--- src/hw/rtl/vidad_pkg.sv ---
`timescale 1ns / 1ps
`default_nettype none
// ----------------------------------------------------------------------------
// vidad_pkg
// Shared types and constants of the varint id array decoder.
// ----------------------------------------------------------------------------
package vidad_pkg;

	localparam int unsigned SLOT_BITS = 16;
	localparam int unsigned ID_W      = 32;
	localparam int unsigned USED_W    = 16;

	localparam logic [32:0] SLOT_LIMIT = 33'(1) << SLOT_BITS;

	localparam logic [7:0] MARKER_BYTE = 8'h40;

	typedef enum logic [1:0] {
		ST_OK       = 2'd0,
		ST_EOF      = 2'd1,
		ST_RANGE    = 2'd2,
		ST_OVERFLOW = 2'd3
	} status_t;

	typedef enum logic [1:0] {
		REG_MAX_ID        = 2'd0,
		REG_RELATIVE_MODE = 2'd1,
		REG_MARKER_VALUE  = 2'd2,
		REG_CAPACITY      = 2'd3
	} reg_index_t;

	typedef struct packed {
		logic [ID_W-1:0]   id_value;
		logic [USED_W-1:0] slot_index;
		logic              last;
		status_t           status;
	} result_t;

	function automatic logic buffer_full(input logic [USED_W-1:0] used,
	                                     input logic [USED_W-1:0] cap);
		buffer_full = (used >= cap) || (33'(used) >= SLOT_LIMIT);
	endfunction

endpackage
`default_nettype wire

--- src/hw/rtl/vidad_ifs.sv ---
`timescale 1ns / 1ps
`default_nettype none
// ----------------------------------------------------------------------------
// vidad_ifs
// Valid/ready channels of the varint id array decoder.
// ----------------------------------------------------------------------------
interface vidad_in_if
	import vidad_pkg::*;
();
	logic       valid;
	logic       ready;
	logic [7:0] in_byte;
	logic       end_of_input;

	modport source (output valid, output in_byte, output end_of_input, input ready);
	modport sink (input valid, input in_byte, input end_of_input, output ready);
endinterface

interface vidad_out_if
	import vidad_pkg::*;
();
	logic              valid;
	logic              ready;
	logic [ID_W-1:0]   id_value;
	logic [USED_W-1:0] slot_index;
	logic              last;
	status_t           status;

	modport source (output valid, output id_value, output slot_index, output last,
		output status, input ready);
	modport sink (input valid, input id_value, input slot_index, input last,
		input status, output ready);
endinterface

interface vidad_cfg_if
	import vidad_pkg::*;
();
	logic            valid;
	logic            ready;
	reg_index_t      index;
	logic [ID_W-1:0] data;

	modport source (output valid, output index, output data, input ready);
	modport sink (input valid, input index, input data, output ready);
endinterface
`default_nettype wire

--- src/hw/rtl/varint_id_array_decoder.sv ---
`timescale 1ns / 1ps
`default_nettype none
// ----------------------------------------------------------------------------
// varint_id_array_decoder
// Decodes a byte stream of varint / delta coded id arrays into stored ids.
// ----------------------------------------------------------------------------
//  channel  direction  beat
//  in       sink       in_byte, end_of_input
//  out      source     id_value, slot_index, last, status
//  cfg      sink       index, data (always ready)
//
//  one byte per cycle; a closing byte that ends the array after a nonzero id
//  also emits the trailing zero, so it yields two results. bytes pass the
//  input register and a four-entry result queue; the input register advances
//  while the queue holds two results or fewer, otherwise it holds its byte
//  and in.ready drops. reset clears the decoder and queue, resets registers.
// ----------------------------------------------------------------------------
module varint_id_array_decoder
	import vidad_pkg::*;
(
	input  wire         clk,
	input  wire         arst_n,
	vidad_in_if.sink    in,
	vidad_out_if.source out,
	vidad_cfg_if.sink   cfg
);

	logic [ID_W-1:0]   max_id_q;
	logic              relative_q;
	logic [ID_W-1:0]   marker_q;
	logic [USED_W-1:0] capacity_q;

	logic [ID_W-1:0]   acc_q;
	logic [ID_W-1:0]   prev_q;
	logic [USED_W-1:0] used_q;

	logic       valid_s1;
	logic [7:0] byte_s1;
	logic       eoi_s1;

	result_t    queue_q [4];
	logic [1:0] head_q;
	logic [1:0] tail_q;
	logic [2:0] count_q;

	logic advance;
	logic pop;

	result_t           r0;
	result_t           r1;
	logic [1:0]        n_res;
	logic [ID_W-1:0]   acc_d;
	logic [ID_W-1:0]   prev_d;
	logic [USED_W-1:0] used_d;

	assign advance   = valid_s1 && (count_q <= 3'd2);
	assign in.ready  = !valid_s1 || advance;
	assign cfg.ready = 1'b1;
	assign pop       = out.valid && out.ready;

	assign out.valid      = (count_q != 3'd0);
	assign out.id_value   = queue_q[head_q].id_value;
	assign out.slot_index = queue_q[head_q].slot_index;
	assign out.last       = queue_q[head_q].last;
	assign out.status     = queue_q[head_q].status;

	always_comb begin
		logic [ID_W-1:0]   x;
		logic [USED_W-1:0] used_inc;
		x        = {acc_q[ID_W-7:0], byte_s1[5:0]};
		used_inc = used_q + USED_W'(1);
		r0       = '{id_value: '0, slot_index: used_q, last: 1'b1, status: ST_OK};
		r1       = '{id_value: '0, slot_index: used_inc, last: 1'b1, status: ST_OK};
		n_res    = 2'd0;
		acc_d    = acc_q;
		prev_d   = prev_q;
		used_d   = used_q;
		if (eoi_s1) begin
			r0.status = ST_EOF;
			n_res     = 2'd1;
			acc_d     = '0;
			prev_d    = '0;
		end else if (byte_s1[7]) begin
			acc_d = {acc_q[ID_W-8:0], byte_s1[6:0]};
		end else if (relative_q && (x == '0) && (byte_s1 == MARKER_BYTE)) begin
			n_res       = 2'd1;
			r0.id_value = marker_q;
			acc_d       = '0;
			prev_d      = '0;
			if (buffer_full(used_q, capacity_q)) begin
				r0.status = ST_OVERFLOW;
			end else begin
				r0.last = 1'b0;
				used_d  = used_inc;
			end
		end else begin
			if (relative_q) begin
				x = x - ID_W'(1) + prev_q;
			end
			n_res       = 2'd1;
			r0.id_value = x;
			acc_d       = '0;
			prev_d      = '0;
			if ((max_id_q != '0) && (x >= max_id_q)) begin
				r0.status = ST_RANGE;
			end else if (buffer_full(used_q, capacity_q)) begin
				r0.status = ST_OVERFLOW;
			end else begin
				used_d = used_inc;
				if (byte_s1[6]) begin
					r0.last = 1'b0;
					prev_d  = relative_q ? x : prev_q;
				end else if (x != '0) begin
					r0.last = 1'b0;
					n_res   = 2'd2;
					if (buffer_full(used_inc, capacity_q)) begin
						r1.status = ST_OVERFLOW;
					end else begin
						used_d = used_inc + USED_W'(1);
					end
				end
			end
		end
	end

	always_ff @(posedge clk or negedge arst_n) begin
		if (!arst_n) begin
			max_id_q   <= '0;
			relative_q <= 1'b0;
			marker_q   <= '0;
			capacity_q <= '1;
		end else if (cfg.valid) begin
			unique case (cfg.index)
				REG_MAX_ID:        max_id_q   <= cfg.data;
				REG_RELATIVE_MODE: relative_q <= cfg.data[0];
				REG_MARKER_VALUE:  marker_q   <= cfg.data;
				REG_CAPACITY:      capacity_q <= cfg.data[USED_W-1:0];
			endcase
		end
	end

	always_ff @(posedge clk or negedge arst_n) begin
		if (!arst_n) begin
			valid_s1 <= 1'b0;
		end else if (in.valid && in.ready) begin
			valid_s1 <= 1'b1;
		end else if (advance) begin
			valid_s1 <= 1'b0;
		end
	end

	always_ff @(posedge clk) begin
		if (in.valid && in.ready) begin
			byte_s1 <= in.in_byte;
			eoi_s1  <= in.end_of_input;
		end
	end

	always_ff @(posedge clk or negedge arst_n) begin
		if (!arst_n) begin
			acc_q  <= '0;
			prev_q <= '0;
			used_q <= '0;
		end else if (advance) begin
			acc_q  <= acc_d;
			prev_q <= prev_d;
			used_q <= used_d;
		end
	end

	// result queue
	always_ff @(posedge clk) begin
		if (advance && (n_res != 2'd0)) begin
			queue_q[tail_q] <= r0;
		end
		if (advance && (n_res == 2'd2)) begin
			queue_q[tail_q + 2'd1] <= r1;
		end
	end

	always_ff @(posedge clk or negedge arst_n) begin
		if (!arst_n) begin
			head_q  <= '0;
			tail_q  <= '0;
			count_q <= '0;
		end else begin
			if (pop) begin
				head_q <= head_q + 2'd1;
			end
			if (advance) begin
				tail_q <= tail_q + n_res;
			end
			count_q <= count_q + (advance ? 3'(n_res) : 3'd0) - (pop ? 3'd1 : 3'd0);
		end
	end

endmodule
`default_nettype wire

--- src/flat_wrapper.sv ---
// flat-port wrapper written by rule: the top's interface ports become plain ports
module varint_id_array_decoder_flat import vidad_pkg::*;
  (clk, arst_n, in_valid, in_in_byte, in_end_of_input, in_ready, out_valid, out_id_value, out_slot_index, out_last, out_status, out_ready, cfg_valid, cfg_index, cfg_data, cfg_ready);
  vidad_in_if in_i ();
  vidad_out_if out_i ();
  vidad_cfg_if cfg_i ();
  input  wire clk;
  input  wire arst_n;
  input wire logic [$bits(in_i.valid)-1:0] in_valid;
  input wire logic [$bits(in_i.in_byte)-1:0] in_in_byte;
  input wire logic [$bits(in_i.end_of_input)-1:0] in_end_of_input;
  output wire logic [$bits(in_i.ready)-1:0] in_ready;
  output wire logic [$bits(out_i.valid)-1:0] out_valid;
  output wire logic [$bits(out_i.id_value)-1:0] out_id_value;
  output wire logic [$bits(out_i.slot_index)-1:0] out_slot_index;
  output wire logic [$bits(out_i.last)-1:0] out_last;
  output wire logic [$bits(out_i.status)-1:0] out_status;
  input wire logic [$bits(out_i.ready)-1:0] out_ready;
  input wire logic [$bits(cfg_i.valid)-1:0] cfg_valid;
  input wire logic [$bits(cfg_i.index)-1:0] cfg_index;
  input wire logic [$bits(cfg_i.data)-1:0] cfg_data;
  output wire logic [$bits(cfg_i.ready)-1:0] cfg_ready;
  assign in_i.valid = in_valid;
  assign in_i.in_byte = in_in_byte;
  assign in_i.end_of_input = in_end_of_input;
  assign in_ready = in_i.ready;
  assign out_valid = out_i.valid;
  assign out_id_value = out_i.id_value;
  assign out_slot_index = out_i.slot_index;
  assign out_last = out_i.last;
  assign out_status = out_i.status;
  assign out_i.ready = out_ready;
  assign cfg_i.valid = cfg_valid;
  assign cfg_i.index = cfg_index;
  assign cfg_i.data = cfg_data;
  assign cfg_ready = cfg_i.ready;
  varint_id_array_decoder u_core (.clk(clk), .arst_n(arst_n), .in(in_i), .out(out_i), .cfg(cfg_i));
endmodule
--- config.mk ---
export PLATFORM = sky130hd
export DESIGN_NAME = varint_id_array_decoder_flat
export DESIGN_NICKNAME = d
export VERILOG_FILES = /design/src/hw/rtl/vidad_pkg.sv /design/src/hw/rtl/vidad_ifs.sv /design/src/hw/rtl/varint_id_array_decoder.sv /design/src/flat_wrapper.sv
export SDC_FILE = /design/constraint.sdc
export NUM_CORES = 1
export LEC_CHECK = 0
export ABC_CLOCK_PERIOD_IN_PS = 10350
export BUFFER_PORTS_ARGS = -buffer_cell sky130_fd_sc_hd__buf_4
export CAP_MARGIN = 20
export CORE_MARGIN = 3
export CORE_UTILIZATION = 55
export DETAILED_ROUTE_END_ITERATION = 16
export GPL_TIMING_DRIVEN = 0
export PLACE_DENSITY = 0.7
export SLEW_MARGIN = 20
export SYNTH_ARGS = -nofsm -noshare
export SYNTH_HDL_FRONTEND = slang
export SYNTH_SLANG_ARGS = --single-unit
--- constraint.sdc ---
create_clock -name clk -period 10.35 [get_ports clk]
set_clock_uncertainty 0.05 [all_clocks]
set_input_delay 1.5525 -clock clk [delete_from_list [all_inputs] [get_ports clk]]
set_output_delay 1.5525 -clock clk [all_outputs]
set_load 0.01 [all_outputs]
# Yosys cells after proc, flatten, opt, wreduce, memory -nomap -nowiden
# Memory sizes are Yosys's and may differ from the RTL's.
# Index checks and enable logic that the tools add are counted.
# word_totals
out_inout_bits	54
regBits	172
elab_cells	118
in_bits	48
romBits	0
latchBits	0
mem_count	1
ram_bits	204
# op_classes
div_mod_pow	0
n_bitwise	3
shifts	0
n_eq_ne	8
n_mux	57
multipliers	0
addsub	9
n_lt_le_gt_ge	4
reduce_logical	23
# mem_list
name	depth	width	read_ports	rd_ports_with_merged_regs	write_ports	line_no	source
u_core.queue_q	4	51	1	0	2	varint_id_array_decoder.sv:41	result_t queue_q [4];
# op_table
op	count
2-to-1 mux 32 bit	14
2-to-1 mux 16 bit	7
nonzero test 32 bit	2
2-to-1 mux 26 bit	2
2-to-1 mux 2 bit	19
adder 16 x 1 -> 16 bit (second input constant)	2
adder 32 bit	1
greater-or-equal comparator 16 bit	2
greater-or-equal comparator 32 bit	1
zero test 32 bit	1
subtractor 32 x 1 -> 32 bit (second input constant)	1
2-to-1 mux 1 bit	13
equality test 8 x 7 -> 1 bit (second input constant)	1
logical AND 1 bit	8
AND reduction 2 bit	4
equality test 2 bit (second input constant)	3
2-to-1 mux 3 bit	2
!= test 6 x 5 -> 1 bit (second input constant)	1
AND reduction 5 bit	1
adder 2 x 1 -> 2 bit (second input constant)	2
nonzero test 2 bit	2
adder 3 bit	1
less-or-equal comparator 3 x 2 -> 1 bit (second input constant)	1
NOT 1 bit	3
10 further kinds	10

# Depth between registers and ports, before layout
# logic_depth
ltp_word	18
depth_mapped	28
depth_no_buf	27

# Worst setup path after synthesis
# Ideal clock, no wire load.
# synth_timing
path_type	register to register
startpoint	register u_core.byte_s1[1]
endpoint	register u_core.count_q[2]
arrival_ns	5.685
stages_incl_launch_ff	27
period_less_slack_ns	5.858
setup_ns	0.123
required_ns	10.177
setup_slack_ns	4.492
path_buffers	0
cell_sequence	edfxtp_1 > inv_1 > ha_1 > inv_1 > ha_1 > fa_1 > a211oi_1 > o211ai_1 > a31oi_1 > a211o_1 > nand2_1 > xor2_1 > mux2i_1 > inv_1 > ha_1 > or3_1 > o32ai_1 > a21oi_1 > maj3_2 > a21oi_1 > nand3_1 > a21oi_4 > nand2_1 > ha_1 > fa_1 > xor2_1 > xnor2_1
# synth_between
elab_chain_cells	17
word_cells_on_any_way	23
cone_classes	4 x add/sub; 1 x order compare; 1 x eq/ne; 12 x mux; 5 x reduce/logical
# synth_lines
item	line_no	source
from (decl)	varint_id_array_decoder.sv:38	logic [7:0] byte_s1;
from (signal assigned)	varint_id_array_decoder.sv:154	byte_s1 <= in.in_byte;
parallel branches: the longest is 11 deep, another holds subtractor 32 x 1 -> 32 bit	n/a	
2-to-1 mux 2 bit (*)	varint_id_array_decoder.sv:85	end else if (relative_q && (x == '0) && (byte_s1 == MARKER_BYTE)) begin
2-to-1 mux 2 bit (*)	varint_id_array_decoder.sv:83	end else if (byte_s1[7]) begin
2-to-1 mux 2 bit (*)	varint_id_array_decoder.sv:78	if (eoi_s1) begin
2-to-1 mux 2 bit (*)	varint_id_array_decoder.sv:193	count_q <= count_q + (advance ? 3'(n_res) : 3'd0) - (pop ? 3'd1 : 3'd0);
adder 3 bit (*)	varint_id_array_decoder.sv:193	
subtractor 3 bit (*)	varint_id_array_decoder.sv:193	
to (signal assigned)	varint_id_array_decoder.sv:193	
to (decl)	varint_id_array_decoder.sv:44	logic [2:0] count_q;
# Mark *: on every way between the ends. The select of a mux whose other input is x is not followed.
# A chain may end at the register's enable or synchronous reset.

==> summary.txt <==
POWER AND IR DROP
----------------------------------------------------------------------------
Maximum vdd ir drop                                                 0.274 mV
Areal power density over the cells                               354 nW/um^2
Leakage                                                              10.8 nW

FINAL LAYOUT
----------------------------------------------------------------------------
# diodes                                                                   0
FF/Latch Area                                                     9170 sq um
Fillers                                                                 3340
Layout cells sized above 1                                             15.1%
Cell area after layout                                           24800 sq um
Final net count                                                         2708
Combined area of the multi-input logic cells                     11200 sq um
Layout-stage area growth over the synthesis result                     13.5%

TIMING
----------------------------------------------------------------------------
Max Clock Freq                                                       126 MHz
Sum of negative setup slack                                             0 ps
Rel. slew slack                                                        20.4%
Transition time at the pin with the least slew margin                1160 ps
Final period utilization                                               76.4%
Time the worst path needs with I/O delays and setup                  7910 ps
Total count of max-transition violations in the final report               0
Number of setup violations in the final report                             0
Hold violation count in the final report                                   0
Unrepaired setup endpoints after global routing                           no
Hold slack                                                            402 ps

FLOORPLANNING
----------------------------------------------------------------------------
Number of standard-cell rows in the floorplan                             72
Placeable core region                                            38900 sq um
Die extent in y                                                  205 microns
Ports placed on the boundary                                             102
Die boundary width                                               205 microns
Die ar.                                                          42100 sq um
Effective utilization at floorplan                                     56.0%

CRITICAL PATH
----------------------------------------------------------------------------
Endpoint of the worst register-to-register path                 u_core.queue_q[2][14]$_DFFE_PP_
Worst endpoint required time                                        10500 ps
Critical Path Sink Type                                                 flop
Data arrival at the endpoint of the critical path                    8060 ps
Reg2reg start                                                   u_core.byte_s1[1]$_DFFE_PP_
Nature of the critical path startpoint                                  flop
Worst Reg2Reg Path Length in Cells                                        23
Critical-path maximum fanout                                              18
Critical path class                                               reg -> reg
Setup slack, reg-to-reg                                              2440 ps

HOLD PATH
----------------------------------------------------------------------------
Startpoint of the lowest-slack hold path                        u_core.queue_q[0][48]$_SDFFE_PP0N_
Number of stages on the worst hold path                                    2
Worst hold path class                                             reg -> reg
Hold endpoint                                                   u_core.queue_q[0][48]$_SDFFE_PP0N_

ROUTING
----------------------------------------------------------------------------
Number of DRC violations after detailed routing                            0
Via density per instance                                                6.21
Routed WL per cell                                              23.2 microns
Final wirelength                                                71400 microns
Post-route antenna net violation count                                     0
Via Count                                                              19100
Pre-Repair DR Iteration Count                                              8
Initial drt markers                                                     1856

GRT
----------------------------------------------------------------------------
First-pass GRT wire length                                      108000 microns
Antenna violations before repair                                           0
Largest net degree at the start of global routing                         95
Number of global-route vias before repair                              18500
Remaining global-route overflow                                            0
Total routing usage reported by global routing                         33.7%

CTS
----------------------------------------------------------------------------
Post-CTS setup repair buffer count                                         0
Clock Pin Slew Worst Setup and Hold Paths                              60 ps
# clock sinks                                                            376
Count of hold-fix buffers inserted at cts                                  0
Number of levels in the clock H-tree                                       2
Cts bufs inserted                                                         43
CTS resizes                                                                0
Clock Tree Buf Depth                                                       3
Clock network latency to the later pin of the worst-skew pair         590 ps
Clock tree from TritonCTS                                              built
Clock root cell                                                 sky130_fd_sc_hd__clkbuf_16

LOGIC SYNTHESIS
----------------------------------------------------------------------------
Yosys reg bits                                                           376
Number of nets produced by synthesis                                    2560
Post-synthesis average cell area                                  9.16 sq um
Cell taking the most area after synthesis                       sky130_fd_sc_hd__dfrtp_1
Share of Yosys cell area claimed by the top area cell type             16.9%
Async SR Flop Fraction                                                 43.4%
Count of unique library cells instantiated by Yosys                       92
Most common library cells after synthesis                       373 x sky130_fd_sc_hd__nand2_1, 215 x sky130_fd_sc_hd__inv_1, 167 x sky130_fd_sc_hd__o21ai_0, 157 x sky130_fd_sc_hd__a21oi_1, 147 x sky130_fd_sc_hd__dfrtp_1
Sequential-to-total area share from yosys stat                         42.1%
Synth area leaders                                              sky130_fd_sc_hd__dfrtp_1 17%, sky130_fd_sc_hd__dfxtp_1 12%, sky130_fd_sc_hd__edfxtp_1 11%
Number of synthesized flops with an enable pin                            81
Cells after synthesis                                                   2380
Library cell with the highest instance count after synthesis    sky130_fd_sc_hd__nand2_1
Post-synthesis instance area                                     21800 sq um
Predominant post-synthesis flop cell                            sky130_fd_sc_hd__dfrtp_1
Count of yosys warnings during synthesis                                   0

JOB
----------------------------------------------------------------------------
Max-cap violations                                                         0

PLACEMENT
----------------------------------------------------------------------------
GPL Wtd Cong                                                           0.937
Final HPWL DP                                                   53500 microns
DP Area                                                          23300 sq um
Count of input and output buffers                                        100

STATUS
----------------------------------------------------------------------------
Status                                                             completed

how the worst max path moves through the flow:
stage	from	end	slack, ps
floorplan	u_core.byte_s1[1]$_DFFE_PP_	u_core.count_q[2]$_DFF_PN0_	4490
global placement	u_core.acc_q[8]$_DFFE_PN0P_	u_core.queue_q[2][7]$_DFFE_PP_	2190
detailed placement	u_core.byte_s1[1]$_DFFE_PP_	u_core.queue_q[2][8]$_DFFE_PP_	2690
CTS	u_core.byte_s1[1]$_DFFE_PP_	u_core.queue_q[2][11]$_DFFE_PP_	2660
global route	u_core.byte_s1[1]$_DFFE_PP_	u_core.queue_q[2][13]$_DFFE_PP_	2210
finish	u_core.byte_s1[1]$_DFFE_PP_	u_core.queue_q[2][14]$_DFFE_PP_	2440
report_power, final:
part           switching, mW  internal, mW  leakage [nW]
clock                  0.657         0.913         0.710
sequential             0.205          1.90          3.89
combinational           3.31          1.77          6.21
total                   4.17          4.58          10.8
cell type report:
class / instances / share of cell area [%]
inverter: 215 / 3.26
tap: 518 / 2.62
timing repair buffer: 103 / 3.23
clock buffer: 58 / 4.94
multi-input combinational: 1645 / 45.3
clock inverter: 21 / 0.940
sequential: 376 / 37.1
buffer: 144 / 2.65
layout by cell type (no fill, tap or decap), drive strengths merged, types with 9 or more instances in the layout:
master / netlist / final
a211oi: 33 / 33
a21boi: 14 / 14
a21o: 38 / 38
a21oi: 177 / 177
a22o: 26 / 26
and2: 21 / 21
and3: 19 / 19
buf: 43 / 146
clkbuf: 101 / 159
clkinv: 0 / 13
dfrtp: 147 / 147
dfstp: 16 / 16
dfxtp: 132 / 132
edfxtp: 81 / 81
ha: 130 / 130
inv: 215 / 217
mux2: 53 / 53
mux2i: 22 / 22
mux4: 51 / 51
nand2: 374 / 374
nand2b: 14 / 14
nand3: 87 / 87
nand4: 29 / 29
nor2: 137 / 137
nor3: 19 / 19
nor4: 21 / 21
o211ai: 23 / 23
o21a: 9 / 9
o21ai: 183 / 183
or2: 11 / 11
xnor2: 20 / 20
xor2: 11 / 11
critical path, cell delays in order, from the launching register on:
cell,delay (ps)
sky130_fd_sc_hd__edfxtp_1,460
sky130_fd_sc_hd__inv_1,70
sky130_fd_sc_hd__ha_1,280
sky130_fd_sc_hd__inv_1,40
sky130_fd_sc_hd__ha_1,240
sky130_fd_sc_hd__fa_1,440
sky130_fd_sc_hd__a211oi_1,380
sky130_fd_sc_hd__o211ai_1,290
sky130_fd_sc_hd__a31oi_1,280
sky130_fd_sc_hd__nand2_1,100
sky130_fd_sc_hd__xnor2_1,130
sky130_fd_sc_hd__mux2i_1,900
sky130_fd_sc_hd__ha_1,410
sky130_fd_sc_hd__a21o_1,180
sky130_fd_sc_hd__a21oi_1,140
sky130_fd_sc_hd__o22ai_1,110
sky130_fd_sc_hd__o32ai_1,280
sky130_fd_sc_hd__a21oi_1,100
sky130_fd_sc_hd__maj3_2,370
sky130_fd_sc_hd__a21oi_1,520
sky130_fd_sc_hd__nand3_1,220
sky130_fd_sc_hd__a21oi_4,310
sky130_fd_sc_hd__nand2_1,360
sky130_fd_sc_hd__nand2_1,850
metrics by stage:
stage | power, mW | util (%) | cells | setup WS [ps]
4_1_cts | 8.65 | 63.6 | 3080 | 2660
2_1_floorplan | 5.26 | - | 2380 | 4490
6_report | 8.75 | 63.6 | 3080 | 2440
5_1_grt | 9.20 | 63.6 | 3080 | 2210
3_5_place_dp | 7.06 | 59.9 | 3001 | 2690
3_3_place_gp | 6.91 | 59.6 | 2998 | 2190
registers in the layout, summed over array words and instances (netlist names):
register	flops
u_core.valid_s1	1
u_core.used_q	16
u_core.prev_q	32
u_core.byte_s1	8
u_core.acc_q	26
u_core.eoi_s1	1
u_core.marker_q	32
u_core.capacity_q	16
u_core.head_q	2
u_core.count_q	3
u_core.max_id_q	32
u_core.relative_q	1
u_core.queue_q	204
u_core.tail_q	2
cell families after synthesis:
family / after synthesis / share of synthesized area, %
simple gates: 770 / 16.0
compound gates: 584 / 17.3
flops: 376 / 42.1
buf+inv: 359 / 6.71
fa+ha+maj: 133 / 7.69
mux: 126 / 9.01
xor+xnor: 31 / 1.24
other cells: 1 / 0.0172
routing by layer:
layer / global-route usage [%] / vias to the layer above / wire length [microns]
met2: 53.2 / 938 / 32700
met5: 0 / - / 0
met3: 5.09 / 185 / 5860
li1: - / 8712 / -
met1: 45.3 / 9289 / 28900
met4: 16.6 / 0 / 3850
Note: power is estimated with default switching activity, not from simulation.
